--- src/rtl/core/i2cmra_pkg.sv ---
`default_nettype none

package i2cmra_pkg;

    typedef enum logic [3:0] {
        PH_IDLE        = 4'd0,
        PH_START_SETUP = 4'd1,
        PH_START_HOLD  = 4'd2,
        PH_TX_LOW      = 4'd3,
        PH_TX_HIGH     = 4'd4,
        PH_ACK_LOW     = 4'd5,
        PH_ACK_HIGH    = 4'd6,
        PH_RX_LOW      = 4'd7,
        PH_RX_HIGH     = 4'd8,
        PH_MACK_LOW    = 4'd9,
        PH_MACK_HIGH   = 4'd10,
        PH_RS_LOW      = 4'd11,
        PH_STOP_LOW    = 4'd12,
        PH_STOP_SETUP  = 4'd13,
        PH_STOP_END    = 4'd14
    } phase_t;

    typedef enum logic [1:0] {
        STAGE_DEVICE   = 2'd0,
        STAGE_REGISTER = 2'd1,
        STAGE_DATA     = 2'd2
    } stage_t;

    localparam logic [1:0] CMD_TICK  = 2'd0;
    localparam logic [1:0] CMD_WRITE = 2'd1;
    localparam logic [1:0] CMD_READ  = 2'd2;

    localparam logic [7:0] CFG_HALF_PERIOD = 8'd0;
    localparam logic [7:0] CFG_ACK_TIMEOUT = 8'd1;

    localparam logic [7:0] HALF_PERIOD_RESET = 8'd3;
    localparam logic [7:0] ACK_TIMEOUT_RESET = 8'd250;

    localparam int         BITS_PER_BYTE = 8;
    localparam int         IN_DATA_W     = 40;
    localparam int         OUT_DATA_W    = 16;

    typedef struct packed {
        logic       status;
        logic       done_res;
        logic [7:0] read_byte;
        logic       read_valid;
        logic       busy_res;
        logic       sda_pull_low;
        logic       scl_level;
    } result_t;

endpackage

`default_nettype wire

--- src/rtl/core/i2c_master_register_access_core.sv ---
`default_nettype none

// Channel   Direction  Handshake           Payload
// s_*       in         s_tvalid/s_tready   s_tuser cmd, s_tdata transaction fields and SDA
// m_*       out        m_tvalid/m_tready   m_tdata line levels and status, m_tlast
// cfg_*     in         cfg_valid/cfg_ready cfg_index register number, cfg_data value
//
// One input transfer is one bus tick; it is processed when it is accepted and its result is registered.
// The result is held in one output register, so a new tick is taken every cycle
// as long as the output register is empty or is being drained in the same cycle.
// When m_tready stays low the output register holds its result and s_tready drops.
// Reset leaves the controller idle and the output register empty; the result fields themselves are not reset.
// Configuration writes are always accepted, as cfg_ready is tied high, and are registered.
module i2c_master_register_access_core
(
    input  wire logic                                 clk,
    input  wire logic                                 rst_n,

    input  wire logic                                 s_tvalid,
    output logic                                      s_tready,
    // cmd
    input  wire logic [1:0]                           s_tuser,
    // device_address, register_address, write_byte, read_count, sda_in, zero fill
    input  wire logic [i2cmra_pkg::IN_DATA_W-1:0]     s_tdata,

    output logic                                      m_tvalid,
    input  wire logic                                 m_tready,
    // scl_level, sda_pull_low, busy_res, read_valid, read_byte, done_res, status, zero fill
    output logic [i2cmra_pkg::OUT_DATA_W-1:0]         m_tdata,
    output logic                                      m_tlast,

    input  wire logic                                 cfg_valid,
    output logic                                      cfg_ready,
    input  wire logic [7:0]                           cfg_index,
    input  wire logic [7:0]                           cfg_data
);

    import i2cmra_pkg::*;

    logic [7:0] half_period_reg;
    logic [7:0] ack_timeout_reg;

    phase_t     phase_reg,     phase_next;
    logic [3:0] bit_cnt_reg,   bit_cnt_next;
    logic [7:0] shift_reg,     shift_next;
    logic [7:0] bytes_left_reg, bytes_left_next;
    logic [7:0] tick_div_reg,  tick_div_next;
    logic [7:0] ack_wait_reg,  ack_wait_next;
    logic [7:0] device_reg,    device_next;
    logic [7:0] register_reg,  register_next;
    logic [7:0] data_reg,      data_next;
    logic       is_read_reg,   is_read_next;
    stage_t     stage_reg,     stage_next;
    logic       err_reg,       err_next;

    logic       out_valid_reg;
    result_t    result_reg,    result_next;
    logic       last_reg,      last_next;

    logic       accept;
    logic [1:0] cmd;
    logic       sda_in;
    logic [7:0] half_len;
    logic [7:0] td_inc;
    logic       seg_over;
    logic [7:0] td_seg;
    logic [3:0] bit_inc;
    logic [7:0] bytes_dec;
    logic       rd_valid;
    logic [7:0] rd_byte;
    logic       rd_last;
    logic       done;
    logic       status;
    logic       scl_level;
    logic       sda_pull_low;
    logic       mack;

    assign cmd       = s_tuser;
    assign sda_in    = s_tdata[32];
    assign s_tready  = !out_valid_reg || m_tready;
    assign accept    = s_tvalid && s_tready;
    assign cfg_ready = 1'b1;

    assign half_len  = (half_period_reg == 8'd0) ? 8'd1 : half_period_reg;
    assign td_inc    = tick_div_reg + 8'd1;
    assign seg_over  = (td_inc >= half_len);
    assign td_seg    = seg_over ? 8'd0 : td_inc;
    assign bit_inc   = bit_cnt_reg + 4'd1;
    assign bytes_dec = (bytes_left_reg != 8'd0) ? bytes_left_reg - 8'd1 : bytes_left_reg;

    always_comb
    begin
        phase_next      = phase_reg;
        bit_cnt_next    = bit_cnt_reg;
        shift_next      = shift_reg;
        bytes_left_next = bytes_left_reg;
        tick_div_next   = tick_div_reg;
        ack_wait_next   = ack_wait_reg;
        device_next     = device_reg;
        register_next   = register_reg;
        data_next       = data_reg;
        is_read_next    = is_read_reg;
        stage_next      = stage_reg;
        err_next        = err_reg;
        rd_valid        = 1'b0;
        rd_byte         = 8'd0;
        rd_last         = 1'b0;
        done            = 1'b0;
        status          = 1'b0;

        case (phase_reg)
            PH_IDLE:
            begin
                if (cmd == CMD_WRITE || cmd == CMD_READ)
                begin
                    device_next     = s_tdata[7:0];
                    register_next   = s_tdata[15:8];
                    data_next       = s_tdata[23:16];
                    bytes_left_next = (s_tdata[31:24] == 8'd0) ? 8'd1 : s_tdata[31:24];
                    is_read_next    = (cmd == CMD_READ);
                    stage_next      = STAGE_DEVICE;
                    err_next        = 1'b0;
                    tick_div_next   = 8'd0;
                    bit_cnt_next    = 4'd0;
                    ack_wait_next   = 8'd0;
                    phase_next      = PH_START_SETUP;
                end
            end
            PH_START_SETUP:
            begin
                tick_div_next = td_seg;
                if (seg_over)
                begin
                    phase_next = PH_START_HOLD;
                end
            end
            PH_START_HOLD:
            begin
                tick_div_next = td_seg;
                if (seg_over)
                begin
                    shift_next   = (stage_reg == STAGE_DATA) ? device_reg + 8'd1 : device_reg;
                    bit_cnt_next = 4'd0;
                    phase_next   = PH_TX_LOW;
                end
            end
            PH_TX_LOW:
            begin
                tick_div_next = td_seg;
                if (seg_over)
                begin
                    phase_next = PH_TX_HIGH;
                end
            end
            PH_TX_HIGH:
            begin
                tick_div_next = td_seg;
                if (seg_over)
                begin
                    shift_next = {shift_reg[6:0], 1'b0};
                    if (bit_inc >= 4'(BITS_PER_BYTE))
                    begin
                        bit_cnt_next = 4'd0;
                        phase_next   = PH_ACK_LOW;
                    end
                    else
                    begin
                        bit_cnt_next = bit_inc;
                        phase_next   = PH_TX_LOW;
                    end
                end
            end
            PH_ACK_LOW:
            begin
                tick_div_next = td_seg;
                if (seg_over)
                begin
                    ack_wait_next = 8'd0;
                    phase_next    = PH_ACK_HIGH;
                end
            end
            PH_ACK_HIGH:
            begin
                if (tick_div_reg < half_len)
                begin
                    tick_div_next = td_inc;
                end
                else if (!sda_in)
                begin
                    tick_div_next = 8'd0;
                    ack_wait_next = 8'd0;
                    case (stage_reg)
                        STAGE_DEVICE:
                        begin
                            shift_next   = register_reg;
                            bit_cnt_next = 4'd0;
                            stage_next   = STAGE_REGISTER;
                            phase_next   = PH_TX_LOW;
                        end
                        STAGE_REGISTER:
                        begin
                            stage_next = STAGE_DATA;
                            if (is_read_reg)
                            begin
                                phase_next = PH_RS_LOW;
                            end
                            else
                            begin
                                shift_next   = data_reg;
                                bit_cnt_next = 4'd0;
                                phase_next   = PH_TX_LOW;
                            end
                        end
                        default:
                        begin
                            if (is_read_reg)
                            begin
                                bit_cnt_next = 4'd0;
                                phase_next   = PH_RX_LOW;
                            end
                            else
                            begin
                                phase_next = PH_STOP_LOW;
                            end
                        end
                    endcase
                end
                else if (ack_wait_reg >= ack_timeout_reg)
                begin
                    tick_div_next = 8'd0;
                    err_next      = 1'b1;
                    phase_next    = PH_STOP_LOW;
                end
                else
                begin
                    ack_wait_next = ack_wait_reg + 8'd1;
                end
            end
            PH_RX_LOW:
            begin
                tick_div_next = td_seg;
                if (seg_over)
                begin
                    phase_next = PH_RX_HIGH;
                end
            end
            PH_RX_HIGH:
            begin
                tick_div_next = td_seg;
                if (seg_over)
                begin
                    shift_next = {shift_reg[6:0], sda_in};
                    if (bit_inc >= 4'(BITS_PER_BYTE))
                    begin
                        bit_cnt_next = 4'd0;
                        rd_valid     = 1'b1;
                        rd_byte      = {shift_reg[6:0], sda_in};
                        rd_last      = (bytes_left_reg <= 8'd1);
                        phase_next   = PH_MACK_LOW;
                    end
                    else
                    begin
                        bit_cnt_next = bit_inc;
                        phase_next   = PH_RX_LOW;
                    end
                end
            end
            PH_MACK_LOW:
            begin
                tick_div_next = td_seg;
                if (seg_over)
                begin
                    phase_next = PH_MACK_HIGH;
                end
            end
            PH_MACK_HIGH:
            begin
                tick_div_next = td_seg;
                if (seg_over)
                begin
                    bytes_left_next = bytes_dec;
                    phase_next      = (bytes_dec != 8'd0) ? PH_RX_LOW : PH_STOP_LOW;
                end
            end
            PH_RS_LOW:
            begin
                tick_div_next = td_seg;
                if (seg_over)
                begin
                    phase_next = PH_START_SETUP;
                end
            end
            PH_STOP_LOW:
            begin
                tick_div_next = td_seg;
                if (seg_over)
                begin
                    phase_next = PH_STOP_SETUP;
                end
            end
            PH_STOP_SETUP:
            begin
                tick_div_next = td_seg;
                if (seg_over)
                begin
                    phase_next = PH_STOP_END;
                end
            end
            PH_STOP_END:
            begin
                tick_div_next = td_seg;
                if (seg_over)
                begin
                    done       = 1'b1;
                    status     = err_reg;
                    phase_next = PH_IDLE;
                end
            end
            default:
            begin
                phase_next    = PH_IDLE;
                tick_div_next = 8'd0;
            end
        endcase
    end

    // Line levels follow the phase that the tick leaves the controller in.
    assign mack = (bytes_left_next > 8'd1);

    always_comb
    begin
        case (phase_next)
            PH_START_HOLD:
            begin
                scl_level = 1'b1;
                sda_pull_low = 1'b1;
            end
            PH_TX_LOW:
            begin
                scl_level = 1'b0;
                sda_pull_low = !shift_next[7];
            end
            PH_TX_HIGH:
            begin
                scl_level = 1'b1;
                sda_pull_low = !shift_next[7];
            end
            PH_ACK_LOW, PH_RX_LOW, PH_RS_LOW:
            begin
                scl_level = 1'b0;
                sda_pull_low = 1'b0;
            end
            PH_ACK_HIGH, PH_RX_HIGH:
            begin
                scl_level = 1'b1;
                sda_pull_low = 1'b0;
            end
            PH_MACK_LOW:
            begin
                scl_level = 1'b0;
                sda_pull_low = mack;
            end
            PH_MACK_HIGH:
            begin
                scl_level = 1'b1;
                sda_pull_low = mack;
            end
            PH_STOP_LOW:
            begin
                scl_level = 1'b0;
                sda_pull_low = 1'b1;
            end
            PH_STOP_SETUP:
            begin
                scl_level = 1'b1;
                sda_pull_low = 1'b1;
            end
            default:
            begin
                scl_level = 1'b1;
                sda_pull_low = 1'b0;
            end
        endcase

        result_next.scl_level    = scl_level;
        result_next.sda_pull_low = sda_pull_low;
        result_next.busy_res     = (phase_next != PH_IDLE);
        result_next.read_valid   = rd_valid;
        result_next.read_byte    = rd_byte;
        result_next.done_res     = done;
        result_next.status       = status;
        last_next                = rd_last;
    end

    always_ff @(posedge clk or negedge rst_n)
    begin
        if (!rst_n)
        begin
            half_period_reg <= HALF_PERIOD_RESET;
            ack_timeout_reg <= ACK_TIMEOUT_RESET;
        end
        else if (cfg_valid && cfg_ready)
        begin
            if (cfg_index == CFG_HALF_PERIOD)
            begin
                half_period_reg <= cfg_data;
            end
            else if (cfg_index == CFG_ACK_TIMEOUT)
            begin
                ack_timeout_reg <= cfg_data;
            end
        end
    end

    always_ff @(posedge clk or negedge rst_n)
    begin
        if (!rst_n)
        begin
            phase_reg      <= PH_IDLE;
            bit_cnt_reg    <= 4'd0;
            shift_reg      <= 8'd0;
            bytes_left_reg <= 8'd0;
            tick_div_reg   <= 8'd0;
            ack_wait_reg   <= 8'd0;
            device_reg     <= 8'd0;
            register_reg   <= 8'd0;
            data_reg       <= 8'd0;
            is_read_reg    <= 1'b0;
            stage_reg      <= STAGE_DEVICE;
            err_reg        <= 1'b0;
        end
        else if (accept)
        begin
            phase_reg      <= phase_next;
            bit_cnt_reg    <= bit_cnt_next;
            shift_reg      <= shift_next;
            bytes_left_reg <= bytes_left_next;
            tick_div_reg   <= tick_div_next;
            ack_wait_reg   <= ack_wait_next;
            device_reg     <= device_next;
            register_reg   <= register_next;
            data_reg       <= data_next;
            is_read_reg    <= is_read_next;
            stage_reg      <= stage_next;
            err_reg        <= err_next;
        end
    end

    always_ff @(posedge clk or negedge rst_n)
    begin
        if (!rst_n)
        begin
            out_valid_reg <= 1'b0;
        end
        else if (accept)
        begin
            out_valid_reg <= 1'b1;
        end
        else if (m_tready)
        begin
            out_valid_reg <= 1'b0;
        end
    end

    always_ff @(posedge clk)
    begin
        if (accept)
        begin
            result_reg <= result_next;
            last_reg   <= last_next;
        end
    end

    assign m_tvalid = out_valid_reg;
    assign m_tdata  = {{(OUT_DATA_W - $bits(result_t)){1'b0}}, result_reg};
    assign m_tlast  = last_reg;

    a_start_enters_setup: assert property (@(posedge clk) disable iff (!rst_n)
        (accept && phase_reg == PH_IDLE && (cmd == CMD_WRITE || cmd == CMD_READ))
        |=> phase_reg == PH_START_SETUP)
        else $error("Start command did not enter start setup.");

    a_tx_bit_range: assert property (@(posedge clk) disable iff (!rst_n)
        (phase_reg == PH_TX_HIGH || phase_reg == PH_RX_HIGH) |-> bit_cnt_reg < 4'd8)
        else $error("Bit counter out of range during a data bit.");

    a_read_then_mack: assert property (@(posedge clk) disable iff (!rst_n)
        (accept && rd_valid) |=> (phase_reg == PH_MACK_LOW && m_tvalid))
        else $error("Received byte not followed by master acknowledge.");

    a_done_goes_idle: assert property (@(posedge clk) disable iff (!rst_n)
        (accept && done) |=> (phase_reg == PH_IDLE && !result_reg.busy_res))
        else $error("Finished transaction did not return to idle.");

    a_error_stops: assert property (@(posedge clk) disable iff (!rst_n)
        (accept && !err_reg && err_next) |=> phase_reg == PH_STOP_LOW)
        else $error("Missing acknowledge did not start a stop.");

endmodule

`default_nettype wire
--- config.mk ---
export PLATFORM = sky130hd
export DESIGN_NAME = i2c_master_register_access_core
export DESIGN_NICKNAME = d
export VERILOG_FILES = /design/src/rtl/core/i2cmra_pkg.sv /design/src/rtl/core/i2c_master_register_access_core.sv
export SDC_FILE = /design/constraint.sdc
export NUM_CORES = 1
export LEC_CHECK = 0
export BUFFER_PORTS_ARGS = -buffer_cell sky130_fd_sc_hd__clkbuf_2
export CORE_UTILIZATION = 45
export DETAILED_ROUTE_END_ITERATION = 10
export MAX_ROUTING_LAYER = met4
export PLACE_DENSITY = 0.62
export RECOVER_POWER = 50
export SYNTH_ARGS = -nofsm -noshare
export SYNTH_HDL_FRONTEND = slang
export SYNTH_SLANG_ARGS = --single-unit
--- constraint.sdc ---
create_clock -name clk -period 9.8 [get_ports clk]
set_clock_uncertainty 0.05 [all_clocks]
set_input_delay 1.96 -clock clk [delete_from_list [all_inputs] [get_ports clk]]
set_output_delay 1.96 -clock clk [all_outputs]
set_load 0.05 [all_outputs]
* After elaboration in Yosys (flattened, before gate mapping)
Cells that the tools add are included.
** Operators by class
- $add $sub $neg :: 5
- Order comparisons :: 6
- Equality and inequality tests :: 44
- Multiplexer cells :: 76
- Bitwise logic cells :: 1
- Reductions and logical operators :: 36
** Operator list (number)
- 8-bit 2-to-1 mux :: 21
- 4-bit 2-to-1 mux :: 29
- 4-bit one-hot mux with 15 select lines :: 1
- 4-bit == test (second input constant) :: 12
- 8-bit one-hot mux with 3 select lines :: 2
- 8-bit one-hot mux with 2 select lines :: 2
- 8-bit one-hot mux with 4 select lines :: 1
- 4-bit by 3-bit == test with 1-bit output (second input constant) :: 7
- 8-bit by 1-bit adder with 8-bit output (second input constant) :: 3
- 8-bit logical NOT :: 3
- 2-bit inequality test (second input constant) :: 9
- 6-bit AND reduction :: 3
- 9-bit AND reduction :: 2
- 4-bit by 2-bit == test with 1-bit output (second input constant) :: 4
- 8-bit greater-or-equal comparator :: 2
- 4-bit one-hot mux with 2 select lines :: 2
- 4-bit one-hot mux with 4 select lines :: 1
- 8-bit nonzero test :: 2
- 13-bit OR reduction :: 1
- 3-bit AND reduction :: 4
- 4-bit nonzero test :: 3
- 1-bit 2-to-1 mux :: 9
- 8-bit by 1-bit == test with 1-bit output (second input constant) :: 1
- 8-bit by 1-bit greater-than comparator with 1-bit output (second input constant) :: 1
- other kinds (30) :: 43
** Word-level totals
- Register bits :: 100
- Input bits :: 63
- Output and inout bits :: 20
- Logic and storage cells :: 192

* Depth between registers and ports, before layout
- Depth in word-level cells :: 9
- Gate-level depth with buffers :: 14
- Mapped depth without buffers :: 14

* Worst setup path after synthesis
No wires, ideal clock.
- Kind :: input to register
- From :: input m_tready
- To :: register data_reg[5]
- Library setup time :: 125 ps
- Arrival time :: 4447 ps
- Required time :: 9625 ps
- Setup slack :: 5179 ps
- Stages :: 7
- Buffers on the path :: 2
- Path through :: nand2b_1 nand2_1 clkbuf_1 clkinv_1 nand2_1 clkbuf_1 mux2_2
** Between the ends
- Longest elaborated chain between the ends :: 3
** Ends and longest elaborated chain
- from (decl) :: RTL line i2c_master_register_access_core.sv:27 : input wire logic m_tready,
- 1-bit logical OR :: RTL line i2c_master_register_access_core.sv:80 : assign s_tready = !out_valid_reg || m_tready;
- 1-bit logical AND :: RTL line i2c_master_register_access_core.sv:81 : assign accept = s_tvalid && s_tready;
- net accept :: RTL line i2c_master_register_access_core.sv:60 : logic accept;
- 3-bit AND reduction (no source line)
- to (signal assigned) :: RTL line i2c_master_register_access_core.sv:442 : data_reg <= data_next;
- to (decl) :: RTL line i2c_master_register_access_core.sv:51 : logic [7:0] data_reg, data_next;
The timed path passes the listed nets, and every way through them passes these cells.
A chain may end at the register's enable or synchronous reset.

==> impl_metrics.tcl <==
set metrics [dict create \
    cp_cell_sequence "clkbuf_1 -> clkbuf_1" \
    worst-setup-path-type "in2async" \
    routedWlPerCell_um 17.3 \
    ys.flop_type "dfrtp_1" \
    io_buffers 72 \
    wl_um 16000 \
    crit_fanout 55 \
    drive_above_1_share_pct 17.8 \
    drtAntennaViolNets 0 \
    h-tree-depth 3 \
    slew_headroom_pct -102 \
    end_kind "asynchronous set/reset pin" \
    cp.required_ps 9550 \
    switchingPower_mw 0.786 \
    mostFrequentLayoutCell "dfrtp_1" \
    grt_max_degree 56 \
    postCtsSetupRepairBufs 0 \
    rsz0062_at_grt "no" \
    whs_ps 452 \
    critPathTopFamily "buffers and inverters" \
    start_util_pct 46.9 \
    setup_viol 0 \
    design_area_um2 7080 \
    grt_pass1_wl_um 26500 \
    slowest_delay_ps 2230 \
    fmax_mhz 175 \
    status "complete, but fails checks" \
    hold_viol 0 \
    yosysUniqueCellTypes 75 \
    crit_slowest_cell "clkbuf_1" \
    arrival_ps 5460 \
    worst_path_most_repeated_cell "clkbuf_1" \
    finalPower_mw 1.86 \
    seq_power_share_pct 37.2 \
    cts_hold_buf 0 \
    drtIter0Drc 509 \
    power_frac_comb_pct 42.8 \
    powerDensity_nw_per_um2 263 \
    syn_area_um2 6310 \
    min_to "register_reg[4]" \
    vias_per_cell 5.84 \
    start_kind "input pin" \
    clkPwrFrac_pct 20.0 \
    diodes 0 \
    holdPathStages 1 \
    drv_slew 88 \
    r2r-start "tick_div_reg[2]" \
    avgSynthCellArea_um2 9.23 \
    fin_crit_sh_pct 58.3 \
    core_um2 13500 \
    clock_path_buffers 2 \
    synth_edf_count 15 \
    worstSkewPairLatency_ps 360 \
    place_hpwl_um 11900 \
    tightestPinTransition_ps 3030 \
    reg2reg_to "m_tdata[1]" \
    drc_errors 0 \
    ios 83 \
    nNetsFinal 836 \
    worstHoldStart "register_reg[4]" \
    overflow 0 \
    mostFrequentLayoutCells "77 x dfrtp_1, 72 x nand2_1, 69 x o21ai_0, 55 x clkbuf_2, 52 x nor2_1" \
    antenna_found_initial 0 \
    numClockSinks 100 \
    yosys_warnings 0 \
    crit_buf_inv 2 \
    clk_pin_slew_ps 70 \
    cts_buffers 9 \
    tns_ps 0 \
    post_cts_resized 0 \
    p_int_mw 1.08 \
    r2r_cells 14 \
    dr.pass1.iters 5 \
    die_h_um 120 \
    synthArstFlopShare_pct 85.0 \
    p_sw_share_pct 42.2 \
    syn2layout_area_growth_pct 12.2 \
    ys_seq_elements 100 \
    ys_seq_area_share_pct 41.0 \
    largest_reg_flops 14 \
    grt.total_usage_pct 24.0 \
    peakVddDrop_mv 0.140 \
    hp-class "reg2reg" \
    cts_tree "built" \
    max-cap-violations 2 \
    fp-row-count 42 \
    first_global_vias 5179 \
    final.min_clock_period_ps 5710 \
    die_w_um 120 \
    violations "capacitance limit, slew limit" \
    r2r_setup_slack_ps 5320 \
    synth_cells 683 \
    power.leakage_nw 3.09 \
    cts-root-buf "clkbuf_16" \
    place.gp.congestion 0.922 \
    vias 5387 \
    dieArea_um2 14500 \
    fill_cells 1241 \
    dpl_cell_area_um2 6790 \
]
[cell families (layout without fill, tap and decap cells)]
group	count (synthesis)	after routing	synth area share [%]
buf+inv	61	123	3.93
simple gates	245	245	19.5
other cells	2	3	0.119
xor+xnor	19	19	2.64
fa+ha+maj	32	32	6.35
compound gates	182	182	19.0
mux	42	42	7.38
flops	100	100	41.0
[power by group through the flow]
stage          clock, mW  combinational, mW  sequential (mW)
5_1_grt            0.401              0.884            0.711
4_1_cts            0.382              0.798            0.690
3_5_place_dp           0              0.793            0.698
2_1_floorplan          0              0.628            0.639
6_report           0.373              0.796            0.693
3_3_place_gp           0              0.778            0.694
[cell usage after synthesis (4+ instances only)]
cell      count  area share [%]
a211oi_1      6            0.71
a21oi_1      26             2.1
a22oi_1       7            0.83
a31oi_1       7            0.69
a32oi_1       4            0.56
and2_1        9            0.89
and3_1        8            0.79
buf_2         5            0.40
clkbuf_1     18             1.1
dfrtp_1      77              31
dfstp_2       8             3.3
edfxtp_1     15             7.1
ha_1         32             6.3
inv_1        30             1.8
mux2_2       36             6.4
mux2i_1       6            0.95
nand2_1      72             4.3
nand2b_1     14             1.4
nand3_1      19             1.5
nand4_1       5            0.50
nor2_1       52             3.1
nor2b_1      16             1.6
nor3_1       15             1.2
nor4_1        9            0.89
nor4b_1       4            0.56
o21a_1       14             1.7
o21ai_0      69             5.5
o221ai_1      9             1.3
o31ai_1       6            0.71
or4_1         4            0.48
xnor2_1       9             1.3
xor2_1       10             1.4
[per-stage QoR]
step                setup slack (ps)  util (%)  cells
CTS                             5070      52.8    922
floorplan                       5180         -    684
global placement                4770      50.5    906
detailed placement              4680      50.5    906
global route                    3210      52.6    922
finish                          4090      52.6    922
[metal layers]
layer  share of wire (%)  track usage (%)  wire length (µm)
met1                  47             32.0              7520
met2                  46             36.8              7420
met3                 4.3             3.73               681
met4                 2.3             9.41               365
met5                   0                -                 0
[area by class of cell]
class / instances / area, µm² / area share, %
sequential: 100 / 2590 / 36.6
clock inverter: 5 / 60.1 / 0.849
multi-input combinational: 523 / 3470 / 49.1
clock buffer: 11 / 253 / 3.57
tap: 176 / 220 / 3.11
timing repair buffer: 76 / 365 / 5.16
inverter: 31 / 116 / 1.64
[worst max path at each step]
stage | end | slack, ps | from | cells past startpoint
floorplan | data_reg[5] | 5180 | m_tready | 7
global placement | device_reg[5] | 4770 | m_tready | 6
detailed placement | device_reg[0] | 4680 | m_tready | 6
CTS | device_reg[0] | 5070 | m_tready | 6
global route | bit_cnt_reg[1] | 3210 | rst_n | 2
finish | bit_cnt_reg[1] | 4090 | rst_n | 2
No activity file was read; power rests on OpenSTA's default activity.
